**src/hw/rtl/sfs_pkg.sv**
```systemverilog
// Shared types, command codes and coil patterns for the full-step sequencer.
package sfs_pkg;

  localparam logic [1:0] MODE_TICK = 2'd0;
  localparam logic [1:0] MODE_MOVE = 2'd1;
  localparam logic [1:0] MODE_STOP = 2'd2;
  localparam logic [1:0] MODE_KEEP = 2'd3;

  localparam logic [8:0] ELAPSED_MAX = 9'd511;
  localparam logic [3:0] COILS_OFF   = 4'b0000;

  typedef struct packed {
    logic [3:0]         coil_drive;
    logic               step_taken;
    logic               done_res;
    logic signed [15:0] steps_remaining;
  } sfs_res_t;

  // Coil levels (a1 a2 b1 b2) for each phase of the full-step cycle.
  function automatic logic [3:0] phase_pattern(input logic [1:0] ph);
    logic [3:0] pat;
    case (ph)
      2'd0:    pat = 4'b1010;
      2'd1:    pat = 4'b0110;
      2'd2:    pat = 4'b0101;
      default: pat = 4'b1001;
    endcase
    return pat;
  endfunction

endpackage

```
**src/hw/rtl/sfs_cmd_if.sv**
```systemverilog
// Command channel: valid/ready handshake carrying one sequencer command.
interface sfs_cmd_if;
  logic               valid;
  logic               ready;
  logic [1:0]         mode;
  logic signed [15:0] step_count;
  logic [7:0]         step_interval;

  modport source (output valid, mode, step_count, step_interval, input ready);
  modport sink (input valid, mode, step_count, step_interval, output ready);
endinterface

```
**src/hw/rtl/sfs_res_if.sv**
```systemverilog
// Result channel: valid/ready handshake carrying coil levels and step status.
interface sfs_res_if;
  logic               valid;
  logic               ready;
  logic [3:0]         coil_drive;
  logic               step_taken;
  logic               done_res;
  logic signed [15:0] steps_remaining;

  modport source (output valid, coil_drive, step_taken, done_res, steps_remaining,
                  input ready);
  modport sink (input valid, coil_drive, step_taken, done_res, steps_remaining,
                output ready);
endinterface

```
**src/hw/rtl/sfs_core.sv**
```systemverilog
// Sequencer state and the per-command update of phase, count, timer and coils.
module sfs_core
  import sfs_pkg::*;
(
  input  logic               clk,
  input  logic               rst,
  input  logic               accept,
  input  logic [1:0]         mode,
  input  logic signed [15:0] step_count,
  input  logic [7:0]         step_interval,
  output sfs_res_t           result
);

  logic [1:0]  phase, phase_next;
  logic [15:0] remaining, remaining_next;
  logic [7:0]  interval, interval_next;
  logic [8:0]  elapsed, elapsed_next;
  logic [3:0]  coil_state, coil_state_next;

  logic [8:0]  elapsed_inc;
  logic        step_go;
  logic        taken;
  logic        done;

  assign elapsed_inc = (elapsed < ELAPSED_MAX) ? elapsed + 9'd1 : elapsed;
  assign step_go     = (remaining != 16'd0) && (elapsed_inc > {1'b0, interval});

  always_comb begin
    phase_next      = phase;
    remaining_next  = remaining;
    interval_next   = interval;
    elapsed_next    = elapsed;
    coil_state_next = coil_state;
    taken           = 1'b0;
    done            = 1'b0;
    case (mode)
      MODE_TICK: begin
        elapsed_next = elapsed_inc;
        if (step_go) begin
          elapsed_next = 9'd0;
          taken        = 1'b1;
          // A negative count steps the phase backward and counts up to zero.
          if (remaining[15]) begin
            phase_next     = phase - 2'd1;
            remaining_next = remaining + 16'd1;
          end else begin
            phase_next     = phase + 2'd1;
            remaining_next = remaining - 16'd1;
          end
          coil_state_next = phase_pattern(phase_next);
          if (remaining_next == 16'd0) begin
            done            = 1'b1;
            coil_state_next = COILS_OFF;
          end
        end
      end
      MODE_MOVE: begin
        remaining_next = step_count;
        interval_next  = step_interval;
        elapsed_next   = 9'd0;
      end
      MODE_STOP: begin
        coil_state_next = COILS_OFF;
        remaining_next  = 16'd0;
      end
      default: begin
        coil_state_next = phase_pattern(phase);
      end
    endcase
  end

  always_ff @(posedge clk) begin
    if (rst) begin
      phase      <= 2'd0;
      remaining  <= 16'd0;
      interval   <= 8'd0;
      elapsed    <= 9'd0;
      coil_state <= COILS_OFF;
    end else if (accept) begin
      phase      <= phase_next;
      remaining  <= remaining_next;
      interval   <= interval_next;
      elapsed    <= elapsed_next;
      coil_state <= coil_state_next;
    end
  end

  assign result.coil_drive      = coil_state_next;
  assign result.step_taken      = taken;
  assign result.done_res        = done;
  assign result.steps_remaining = remaining_next;

endmodule

```
**src/hw/rtl/stepper_full_step_sequencer.sv**
```systemverilog
// Top level of the two-phase full-step stepper sequencer.
//
// The cmd channel takes one command per beat: tick, move, stop or keep.
// Every command beat yields exactly one beat on the res channel with the
// coil levels, step and done flags, and the signed count still to move.
// The sequencer state is updated in the cycle the command is accepted and
// the result lands in an output register, so a result appears in the cycle
// after its command, and a new command is taken in every cycle while results drain.
// The result register is the only buffer: cmd.ready is high while the
// register is empty or being emptied in the same cycle, so a stalled
// receiver holds the result steady and stops the command side until the
// beat is taken; no command or result is lost.
// Synchronous reset puts the motor at phase 0 with all coils off, no steps
// left, interval and elapsed time zero, and the result register empty.
module stepper_full_step_sequencer
  import sfs_pkg::*;
(
  input  logic      clk,
  input  logic      rst,
  sfs_cmd_if.sink   cmd,
  sfs_res_if.source res
);

  logic     accept;
  sfs_res_t result;
  sfs_res_t res_q;
  logic     res_valid;

  assign cmd.ready = !res_valid || res.ready;
  assign accept    = cmd.valid && cmd.ready;

  sfs_core u_core (
    .clk           (clk),
    .rst           (rst),
    .accept        (accept),
    .mode          (cmd.mode),
    .step_count    (cmd.step_count),
    .step_interval (cmd.step_interval),
    .result        (result)
  );

  always_ff @(posedge clk) begin
    if (rst) begin
      res_valid <= 1'b0;
    end else if (accept) begin
      res_valid <= 1'b1;
    end else if (res.ready) begin
      res_valid <= 1'b0;
    end
  end

  always_ff @(posedge clk) begin
    if (accept) begin
      res_q <= result;
    end
  end

  assign res.valid           = res_valid;
  assign res.coil_drive      = res_q.coil_drive;
  assign res.step_taken      = res_q.step_taken;
  assign res.done_res        = res_q.done_res;
  assign res.steps_remaining = res_q.steps_remaining;

`ifndef SYNTHESIS
  a_done_is_step: assert property (@(posedge clk) disable iff (rst)
    res.valid && res.done_res |-> res.step_taken)
    else $error("done without a step");

  a_done_idle: assert property (@(posedge clk) disable iff (rst)
    res.valid && res.done_res |-> res.coil_drive == COILS_OFF && res.steps_remaining == 16'sd0)
    else $error("done with coils on or steps left");

  a_step_pattern: assert property (@(posedge clk) disable iff (rst)
    res.valid && res.step_taken && !res.done_res |->
      res.coil_drive == 4'b1010 || res.coil_drive == 4'b0110 ||
      res.coil_drive == 4'b0101 || res.coil_drive == 4'b1001)
    else $error("step drove an invalid coil pattern");

  a_reset_empty: assert property (@(posedge clk) rst |=> !res.valid)
    else $error("result valid after reset");

  a_one_result: assert property (@(posedge clk) disable iff (rst)
    accept |=> res.valid)
    else $error("accepted command produced no result");
`endif

endmodule

```
**src/flat_wrapper.sv**
```systemverilog
// flat-port wrapper written by rule: the top's interface ports become plain ports
module stepper_full_step_sequencer_flat import sfs_pkg::*;
  (clk, rst, cmd_valid, cmd_mode, cmd_step_count, cmd_step_interval, cmd_ready, res_valid, res_coil_drive, res_step_taken, res_done_res, res_steps_remaining, res_ready);
  sfs_cmd_if cmd_i ();
  sfs_res_if res_i ();
  input  logic clk;
  input  logic rst;
  input wire logic [$bits(cmd_i.valid)-1:0] cmd_valid;
  input wire logic [$bits(cmd_i.mode)-1:0] cmd_mode;
  input wire logic [$bits(cmd_i.step_count)-1:0] cmd_step_count;
  input wire logic [$bits(cmd_i.step_interval)-1:0] cmd_step_interval;
  output wire logic [$bits(cmd_i.ready)-1:0] cmd_ready;
  output wire logic [$bits(res_i.valid)-1:0] res_valid;
  output wire logic [$bits(res_i.coil_drive)-1:0] res_coil_drive;
  output wire logic [$bits(res_i.step_taken)-1:0] res_step_taken;
  output wire logic [$bits(res_i.done_res)-1:0] res_done_res;
  output wire logic [$bits(res_i.steps_remaining)-1:0] res_steps_remaining;
  input wire logic [$bits(res_i.ready)-1:0] res_ready;
  assign cmd_i.valid = cmd_valid;
  assign cmd_i.mode = cmd_mode;
  assign cmd_i.step_count = cmd_step_count;
  assign cmd_i.step_interval = cmd_step_interval;
  assign cmd_ready = cmd_i.ready;
  assign res_valid = res_i.valid;
  assign res_coil_drive = res_i.coil_drive;
  assign res_step_taken = res_i.step_taken;
  assign res_done_res = res_i.done_res;
  assign res_steps_remaining = res_i.steps_remaining;
  assign res_i.ready = res_ready;
  stepper_full_step_sequencer u_core (.clk(clk), .rst(rst), .cmd(cmd_i), .res(res_i));
endmodule
```
**config.mk**
```make
export PLATFORM = sky130hd
export DESIGN_NAME = stepper_full_step_sequencer_flat
export DESIGN_NICKNAME = d
export VERILOG_FILES = /design/src/hw/rtl/sfs_pkg.sv /design/src/hw/rtl/sfs_cmd_if.sv /design/src/hw/rtl/sfs_res_if.sv /design/src/hw/rtl/sfs_core.sv /design/src/hw/rtl/stepper_full_step_sequencer.sv /design/src/flat_wrapper.sv
export SDC_FILE = /design/constraint.sdc
export NUM_CORES = 1
export LEC_CHECK = 0
export BUFFER_PORTS_ARGS = -buffer_cell sky130_fd_sc_hd__buf_2
export CORE_UTILIZATION = 31
export DETAILED_ROUTE_END_ITERATION = 10
export PLACE_DENSITY_LB_ADDON = 0.12
export SYNTH_ARGS = -nofsm -noshare
export SYNTH_HDL_FRONTEND = slang
export SYNTH_SLANG_ARGS = --single-unit
```
**constraint.sdc**
```tcl
create_clock -name clk -period 3.7 [get_ports clk]
set_clock_uncertainty 0.05 [all_clocks]
set_input_delay 0.74 -clock clk [delete_from_list [all_inputs] [get_ports clk]]
set_output_delay 0.74 -clock clk [all_outputs]
set_load 0.005 [all_outputs]
```
After elaboration in Yosys (flattened, before gate mapping)
Cells that the tools add are included.
Widths: inputs -> output; s select.
Operators by class
  add/sub/neg operators: 5
  $lt $le $gt $ge: 2
  equality and inequality tests: 6
  multiplexer cells: 20
  reductions and logical operators: 15
Operators with widths (number)
  $mux 16: 4
  $pmux 16 s3: 1
  $pmux 4 s3: 3
  $mux 9: 2
  $pmux 9 s2: 1
  $add 16x1->16 const B: 1
  $logic_not 16->1: 1
  $reduce_bool 16->1: 1
  $sub 16x1->16 const B: 1
  $add 9x1->9 const B: 1
  $gt 9x8->1: 1
  $lt 9x9->1 const B: 1
  $mux 4: 2
  $eq 2x1->1 const B: 3
  $eq 2x2->1 const B: 3
  $logic_not 2->1: 3
  $mux 2: 3
  $reduce_and 2->1: 3
  $mux 1: 4
  $reduce_bool 2->1: 2
  $reduce_and 3->1: 1
  $add 2x1->2 const B: 1
  $logic_and 1x1->1: 2
  $sub 2x1->2 const B: 1
  other kinds (2): 2
Storage, ports and cells
  flip-flop bits (word level): 62
  input bits: 30
  output and inout bits: 24
  logic and storage cells: 58

Depth between registers and ports, before layout
Gate-level depths: netlist of the first run.
  word-level depth: 11
  mapped depth: 15
  gate-level depth less buffers: 13

Hierarchy
Synthesis of the first run repeated with hierarchy kept, for this count alone.
Second synthesis, totals
  cells, all modules: 491
  area total of the unflattened synthesis: 4277.9 sq um
By module, submodules not included
  sfs_core: times used 1, cells each 464, area an instance 3562.2 sq um, sequential area each 780.7 sq um
  stepper_full_step_sequencer: times used 1, cells each 27, area an instance 715.7 sq um, sequential area each 680.7 sq um

Least setup slack after synthesis of the first run
OpenSTA, ideal clock, no wires.
  path kind: reg-to-reg
  from: register u_core.u_core.elapsed[4]
  to: register u_core.u_core.coil_state[1]
  setup time: 75 ps
  arrival time: 3187 ps
  data required time: 3575 ps
  path slack: 388 ps
  stages on the path, launching flop included: 16
  path buffers: 2
  clock period less this slack: 3312 ps
  path through: dfxtp_1 -> buf_2 -> nand4_1 -> o31ai_1 -> nor2_1 -> xor2_1 -> ha_1 -> o21ai_0 -> a21oi_1 -> o21ai_0 -> a211oi_1 -> o21ba_4 -> nand2b_2 -> buf_6 -> or4_1 -> a31oi_1
On the way
  longest elaborated chain between the ends: 6
  elaborated cells on any way between the ends: 7
  those cells by class: 1 x add/sub; 2 x order compare; 3 x mux; 1 x reduce/logical
RTL lines
  from (decl): RTL line sfs_core.sv:17  | logic [8:0] elapsed, elapsed_next;
  from (signal assigned): RTL line sfs_core.sv:83  | elapsed <= elapsed_next;
  $add 9x1->9 or $lt 9x9->1 (tied branches): RTL line sfs_core.sv:25  | assign elapsed_inc = (elapsed < ELAPSED_MAX) ? elapsed + 9'd1 : elapsed;
  $mux 9 (*): RTL line sfs_core.sv:25
  $gt 9x8->1 (*): RTL line sfs_core.sv:26  | assign step_go = (remaining != 16'd0) && (elapsed_inc > {1'b0, interval});
  $logic_and 1x1->1 (*): RTL line sfs_core.sv:26
  $mux 4 (*): RTL line sfs_core.sv:39  | if (step_go) begin
  $pmux 4 s3 (*): RTL line sfs_core.sv:36  | case (mode)
  to (signal assigned): RTL line sfs_core.sv:84  | coil_state <= coil_state_next;
  to (decl): RTL line sfs_core.sv:18  | logic [3:0] coil_state, coil_state_next;
Every way passes the cells marked *; elsewhere a longest branch is shown, timed or not.
A chain may end at the register's enable or synchronous reset.

Final worst setup path of the first run
  from: register u_core.u_core.elapsed[5]
  to: register u_core.u_core.coil_state[2]
The elaborated chain is that of the path after synthesis.

==> reports/qor.txt, run 1 <==
power per cell area: 483.6 nW/um^2
count of boundary I/O pins: 54
Max H-tree Level: 3
startpoint kind of the worst setup timing path: flop
post-synthesis async set-or-reset flop share: 0%
Final setup violation count: 0
fraction of the cycle the final worst path needs: 93.93%
post-synthesis mux area share: 1.202%
number of detailed-routing iterations run before antenna repair: 5
IR Drop Worst-Case VDD: 0.1941 mV
area enclosed by the die boundary: 14580 sq um
clock share of power: 33.2%
number of clock sinks: 62
largest stage delay on the critical path: 0.41 ns
P&R area growth vs syn: 20.61%
Adder-Cell Fraction of Synth Area: 9.903%
antenna violations before repair: 0
Final Core Density: 38.13%
vias in the first global route: 3931
standard-cell row count: 43
global-route met3 utilization: 3.632%
count of nets after finishing: 638
actual slew at the worst max-slew pin: 0.8394 ns
Static Leak: 2.090 nW
IO Port Bufs: 53
Synthesized Nets: 577
slowest stage cell, crit path: sky130_fd_sc_hd__dfxtp_1
number of instances in the synthesized netlist: 513
wire length per cell: 16.96 um
Post-Synth XOR/XNOR Area: 4.379%
most used flip-flop cell after synthesis: sky130_fd_sc_hd__dfxtp_1
result of the run: complete, no violations
M2 GR Usage: 28.74%
weighted congestion at the end of routability-driven global placement: 0.8339
Max transition margin: 44.04%
number of library cell types mapped by synthesis: 69
final worst setup slack: 0.2246 ns
met1 Use GR: 25.18%
overall global routing resource usage: 18.35%
number of violations reported at the end of detailed-routing iteration 0: 231
max-cap violation count: 0
cell-by-cell trace of the critical path: nand4_1 > o31ai_2 > nor2_1 > xor2_1 > ha_1 > o21ai_0 > a21oi_1 > o21ai_0 > a211oi_2 > o21ba_4 > nand2b_2 > buf_4 > o32a_1 > a311oi_1
half-perimeter wire length of the detailed placement result: 9284 um
synthesis-stage register bit count: 62
switching part of the total power: 33.88%
worst setup slack after placement: 0.1787 ns
number of vias per cell: 5.422
DRC violations left: 0
P_int: 1.686 mW
Worst Setup End Kind: flop
maximum operating frequency: 287.7 MHz
worst-path maximum fanout: 8
clock slew at the register clock pins of the worst setup and hold paths: 0.06 ns
average instance area after synthesis: 8.522 sq um
number of buffers inserted by hold repair at cts: 0
Starting Density: 31.62%
hold crit path type: flop to flop
largest net degree at the start of global routing: 42
placed cell areas: 4943 sq um
Clock Root Buffer: sky130_fd_sc_hd__clkbuf_16
Horiz. Die Dim: 120.8 um
Max Slew Vio Count: 0
sequential cell area fraction in the yosys report: 33.43%
number of inserted diodes: 0
first-pass GRT wire length: 20780 um
P_sw: 0.8638 mW
finished layout cell area: 5273 sq um
shortest period the worst path allows: 3.475 ns
Filler Cell Count: 1395
compound-cell area share of the yosys netlist: 24.79%
Routed WL: 12870 um
total count of hold-check failures in the final report: 0
Data arrival, critical path: 3.65 ns
total overflow reported by the global router: 0
busiest layer in global routing: met2
number of buffers on the longest clock path: 2
cell seen most often among critical-path stages: sky130_fd_sc_hd__o21ai_0
Yosys warning total: 0
floorplan die height: 120.8 um
CTS tree: built
number of CTS-inserted buffers: 9
power consumption: 2.550 mW
Comb pwr share: 35.5%
endpoint required time on the critical path: 3.88 ns
dominant combinational cell family by area after synthesis: compound AO/OA/AOI/OAI gates
Seq pwr share: 31.3%
unrepaired setup endpoints after global routing: true
number of enable-type register cells in the synthesized netlist: 22
setup tns final: 0 ns
vias after detailed routing: 4115
count of nets left with antenna violations after detail routing: 0
mapped cell area: 4372 sq um
standard cell core area: 13830 sq um
simple-gate area share of the yosys netlist: 21.29%
source-to-sink clock delay at the later pin of the worst-skew pair: 0.33 ns
kind of critical path: flop to flop
fraction of layout instances using a drive strength above 1: 20.55%
-- final timing paths --
kind	start	to	slack (ns)	cells after the start
min	u_core.u_core.interval[1]	u_core.u_core.interval[1]	0.41	2
min reg2reg	u_core.u_core.interval[1]	u_core.u_core.interval[1]	0.41	2
max	u_core.u_core.elapsed[5]	u_core.u_core.coil_state[2]	0.22	14
max reg2reg	u_core.u_core.elapsed[5]	u_core.u_core.coil_state[2]	0.22	14
-- placed cells by master (no fill, tap or decap), types with 5 or more instances in the layout --
cell type | netlist | routed
sky130_fd_sc_hd__nand2_1 | 63 | 63
sky130_fd_sc_hd__buf_2 | 7 | 53
sky130_fd_sc_hd__dfxtp_1 | 40 | 40
sky130_fd_sc_hd__ha_1 | 33 | 33
sky130_fd_sc_hd__nor2_1 | 33 | 32
sky130_fd_sc_hd__a21oi_1 | 31 | 31
sky130_fd_sc_hd__o21ai_0 | 30 | 29
sky130_fd_sc_hd__buf_4 | 0 | 26
sky130_fd_sc_hd__nand3_1 | 25 | 25
sky130_fd_sc_hd__inv_1 | 24 | 24
sky130_fd_sc_hd__edfxtp_1 | 22 | 22
sky130_fd_sc_hd__a22oi_1 | 14 | 14
sky130_fd_sc_hd__xnor2_1 | 12 | 12
sky130_fd_sc_hd__nor3_1 | 10 | 10
sky130_fd_sc_hd__clkbuf_16 | 0 | 9
sky130_fd_sc_hd__nand2b_1 | 8 | 8
sky130_fd_sc_hd__xor2_1 | 8 | 8
sky130_fd_sc_hd__a21o_1 | 8 | 8
sky130_fd_sc_hd__a22o_1 | 8 | 8
sky130_fd_sc_hd__nand4_1 | 6 | 6
sky130_fd_sc_hd__a31oi_1 | 6 | 6
sky130_fd_sc_hd__o31ai_1 | 7 | 6
sky130_fd_sc_hd__o211ai_1 | 5 | 5
sky130_fd_sc_hd__o21a_1 | 5 | 5
sky130_fd_sc_hd__a32oi_1 | 5 | 5
sky130_fd_sc_hd__clkbuf_8 | 0 | 5
-- logic make-up after synthesis --
group | count (synthesis)
AOI/OAI and AO/OA | 153
xor gates and xnor gates | 21
adders and majority gates | 34
buffers and inverters | 54
DFF | 62
muxes | 5
and+or+nand+nor | 184
-- cell type report --
| type | instances | area, sq um | share of cell area, % |
|---|---|---|---|
| Clock buffer | 16 | 301.5 | 5.719 |
| Inverter | 24 | 90.09 | 1.709 |
| Multi-Input combinational cell | 397 | 2714 | 51.47 |
| Timing Repair Buffer | 80 | 480.5 | 9.112 |
| Sequential cell | 62 | 1461 | 27.72 |
| Tap cell | 180 | 225.2 | 4.271 |
-- metal layers --
layer / part of all wire, % / up-vias
met4: 1.5 / 0
met2: 45 / 139
met5: 0 / -
li1: - / 2017
met1: 48 / 1944
met3: 5.8 / 15
-- Yosys cell counts, drive strengths merged, types with 3 or more instances --
library cell,n,area [sq um]
nand2,63,236.5
dfxtp,40,800.8
nor2,35,136.4
ha,33,412.9
o21ai,33,165.1
a21oi,31,155.2
nand3,26,135.1
inv,24,90.09
clkbuf,22,82.58
edfxtp,22,660.6
a22oi,14,105.1
xnor2,13,121.4
nor3,11,60.06
nand2b,9,58.81
a21o,8,60.06
a22o,8,70.07
buf,8,46.29
xor2,8,70.07
a31oi,7,50.05
o31ai,7,52.55
nand4,6,37.54
a32oi,5,43.79
nor4,5,37.53
o211ai,5,37.54
o21a,5,37.54
o21bai,5,45.04
a211oi,4,35.03
a221oi,4,58.81
a2bb2oi,4,41.29
nor4b,4,50.05
or3,4,25.02
a211o,3,26.28
a311oi,3,32.53
and3,3,18.77
mux2i,3,30.03
nand4b,3,26.28
nor2b,3,18.77
or4,3,22.52
-- power groups by stage --
| stage | clock (mW) | combinational (mW) | sequential [mW] |
|---|---|---|---|
| after floorplan | 0 | 0.610 | 0.808 |
| after global placement | 0 | 0.888 | 0.811 |
| after detailed placement | 0 | 0.891 | 0.812 |
| after CTS | 0.869 | 0.897 | 0.799 |
| after global routing | 0.897 | 0.994 | 0.805 |
| final | 0.847 | 0.904 | 0.798 |
-- critical path: cells and delay by family (launching register included) --
kind,cells,cell delay (ns)
buffers and inverters,1,0.17
adders and majority gates,1,0.31
AOI/OAI and AO/OA,8,1.79
and+or+nand+nor,3,0.46
DFF,1,0.41
xor gates and xnor gates,1,0.17
-- flip-flops by register name, indices dropped and copies added (netlist names) --
signal	count
u_core.res.steps_remaining	16
u_core.u_core.remaining	16
u_core.u_core.elapsed	9
u_core.u_core.interval	8
u_core.res.coil_drive	4
u_core.u_core.coil_state	4
u_core.u_core.phase	2
u_core.res.done_res	1
u_core.res.step_taken	1
u_core.res.valid	1
-- metrics by stage --
stage,hold slack [ns],std cells
after floorplan,0.3863,513
after global placement,0.3973,742
after detailed placement,0.3985,742
after global routing,0.4284,759
final,0.4076,759
after CTS,0.4057,758
-- what timing repair did --
| item | CTS | global route |
|---|---|---|
| resized for setup | 0 | 5 |
| setup endpoints to repair | 0 | 15 |
| setup buffers | 0 | 1 |
Note: power is estimated with default switching activity, not from simulation.
==> run 2, diff against run 1 <==
- CTS_BUF_LIST: unset -> sky130_fd_sc_hd__clkbuf_8
==> reports/qor.txt, run 2 (same netlist as run 1, synthesis figures left out) <==
standard-cell row count: 43 (unchanged)
kind of critical path: flop to flop
power consumption: 2.306 mW (-9.6%)
wire length per cell: 16.88 um (-0.46%)
vias after detailed routing: 4102 (-0.32%)
number of vias per cell: 5.404 (-0.32%)
total count of hold-check failures in the final report: 0 (unchanged)
count of boundary I/O pins: 54 (unchanged)
Worst Setup End Kind: flop
shortest period the worst path allows: 3.463 ns (-0.01268 ns)
reg-to-reg critical path endpoint: u_core.u_core.coil_state[0]
largest net degree at the start of global routing: 42 (unchanged)
routed length on met2: 5775 um (+0.12%)
vias in the first global route: 3930 (-0.025%)
endpoint required time on the critical path: 3.91 ns (+0.03 ns)
Max Slew Vio Count: 0 (unchanged)
commonest non-fill, non-tap cells in the layout: sky130_fd_sc_hd__nand2_1, sky130_fd_sc_hd__buf_2, sky130_fd_sc_hd__dfxtp_1
Routed WL: 12810 um (-0.46%)
IO Port Bufs: 53 (unchanged)
multi-input gate area in the final layout: 2714 sq um (unchanged)
Max transition margin: 44.45% (+0.41 points)
number of buffers on the longest clock path: 2 (unchanged)
wire length on met3: 661 um (-12%)
Horiz. Die Dim: 120.8 um (unchanged)
power per cell area: 445.9 nW/um^2 (-7.8%)
half-perimeter wire length of the detailed placement result: 9284 um (unchanged)
number of inserted diodes: 0 (unchanged)
clock slew at the register clock pins of the worst setup and hold paths: 0.07 ns (about the same)
weighted congestion at the end of routability-driven global placement: 0.8339 (unchanged)
Starting Density: 31.62% (unchanged)
number of cells on the worst hold path: 2 (unchanged)
antenna violations before repair: 0 (unchanged)
P&R area growth vs syn: 18.29%
top metal layer carrying routed signals: met4
fraction of layout instances using a drive strength above 1: 20.55% (unchanged)
Max H-tree Level: 3 (unchanged)
worst-path maximum fanout: 11 (+3)
sequential standard cell area: 1461 sq um (unchanged)
max-cap violation count: 0 (unchanged)
standard cell core area: 13830 sq um (unchanged)
worst hold path endpoint: u_core.u_core.interval[1]
IR Drop Worst-Case VDD: 0.1516 mV (-22%)
Filler Cell Count: 1404 (+0.65%)
number of buffers inserted by hold repair at cts: 0 (unchanged)
finished layout cell area: 5171 sq um (-1.9%)
maximum operating frequency: 288.8 MHz (+0.37%)
result of the run: complete, no violations
startpoint of the worst register-to-register path: u_core.u_core.remaining[15]
Final Core Density: 37.40% (-0.73 points)
DRC violations left: 0 (unchanged)
number of detailed-routing iterations run before antenna repair: 5 (unchanged)
unrepaired setup endpoints after global routing: true
number of CTS-inserted buffers: 9 (unchanged)
CTS tree: built
floorplan die height: 120.8 um (unchanged)
total overflow reported by the global router: 0 (unchanged)
commonest non-fill, non-tap cell in the layout: sky130_fd_sc_hd__nand2_1
placed cell areas: 4943 sq um (unchanged)
count of nets after finishing: 638 (unchanged)
startpoint kind of the worst setup timing path: flop
number of violations reported at the end of detailed-routing iteration 0: 256 (+11%)
area enclosed by the die boundary: 14580 sq um (unchanged)
reg2reg setup slack: 0.24 ns (about the same)
source-to-sink clock delay at the later pin of the worst-skew pair: 0.36 ns (+0.03 ns)
actual slew at the worst max-slew pin: 0.8333 ns (-0.006090 ns)
Clock Root Buffer: sky130_fd_sc_hd__clkbuf_8
Data arrival, critical path: 3.67 ns (+0.02 ns)
cell count of the worst reg-to-reg path: 12 (-2)
start point of the worst min-delay path: u_core.u_core.interval[1]
overall global routing resource usage: 18.34% (about the same)
M1 wire length: 6213 um (+0.83%)
hold crit path type: flop to flop
Final setup violation count: 0 (unchanged)
Static Leak: 2.052 nW (-1.8%)
count of nets left with antenna violations after detail routing: 0 (unchanged)
first-pass GRT wire length: 20750 um (-0.16%)
number of clock sinks: 62 (unchanged)
fraction of the cycle the final worst path needs: 93.59% (-0.34 points)
run 2: timing repair:
| action | CTS | global route |
|---|---|---|
| endpoints found under the setup margin | 0 | 15 |
| buffers inserted | 0 | 1 |
| resized for setup | 0 | 5 |
run 2: power by group:
group          total, mW  leakage, nW  switching (mW)  internal, mW
clock network      0.605        0.111           0.275         0.331
logic              0.903         1.39           0.530         0.374
registers          0.797        0.546          0.0321         0.765
total               2.31         2.05           0.836          1.47
run 2: per-stage QoR:
stage	setup WS (ns)	hold WS, ns	std cells	setup TNS [ns]
3_3_place_gp	0.2061	0.3973	742	0
6_report	0.2373	0.4083	759	0
2_1_floorplan	0.3880	0.3863	513	0
4_1_cts	0.1124	0.4082	758	0
3_5_place_dp	0.1787	0.3985	742	0
5_1_grt	-0.01141	0.4313	759	-0.02396
run 2: how the worst max path moves through the flow:
stage / start / to / slack, ns / cells after the start
after floorplan: u_core.u_core.elapsed[4] / u_core.u_core.coil_state[1] / 0.39 / 15
after global placement: u_core.u_core.elapsed[0] / u_core.u_core.coil_state[0] / 0.21 / 13
after detailed placement: u_core.u_core.elapsed[5] / u_core.u_core.coil_state[0] / 0.18 / 13
after CTS: u_core.u_core.elapsed[5] / u_core.u_core.coil_state[0] / 0.11 / 13
after global routing: u_core.u_core.remaining[15] / u_core.res.coil_drive[2] / -0.01 / 12
final: u_core.u_core.remaining[15] / u_core.u_core.coil_state[0] / 0.24 / 12
run 2: area by class of cell:
class                      instances  share of cell area (%)
clock buffer                      14                   3.726
clock inverter                     2                  0.1452
inverter                          24                   1.742
multi-input combinational        397                   52.48
sequential                        62                   28.26
tap                              180                   4.355
timing repair buffer              80                   9.291
run 2: layer usage:
metal,global-route usage [%],vias up
met5,0,-
met4,4.938,0
met3,4.481,12
met2,28.56,129
met1,25.15,1946
li1,-,2015
run 2: worst max-delay path, cell delays in order, from the launching register on:
cell,delay [ns]
sky130_fd_sc_hd__dfxtp_1,0.39
sky130_fd_sc_hd__inv_1,0.23
sky130_fd_sc_hd__buf_4,0.24
sky130_fd_sc_hd__ha_1,0.39
sky130_fd_sc_hd__a211o_1,0.34
sky130_fd_sc_hd__a21oi_1,0.24
sky130_fd_sc_hd__nand2_1,0.10
sky130_fd_sc_hd__xnor2_1,0.14
sky130_fd_sc_hd__a2bb2oi_1,0.31
sky130_fd_sc_hd__nor4_2,0.10
sky130_fd_sc_hd__buf_4,0.16
sky130_fd_sc_hd__or4_1,0.43
sky130_fd_sc_hd__a311oi_2,0.24
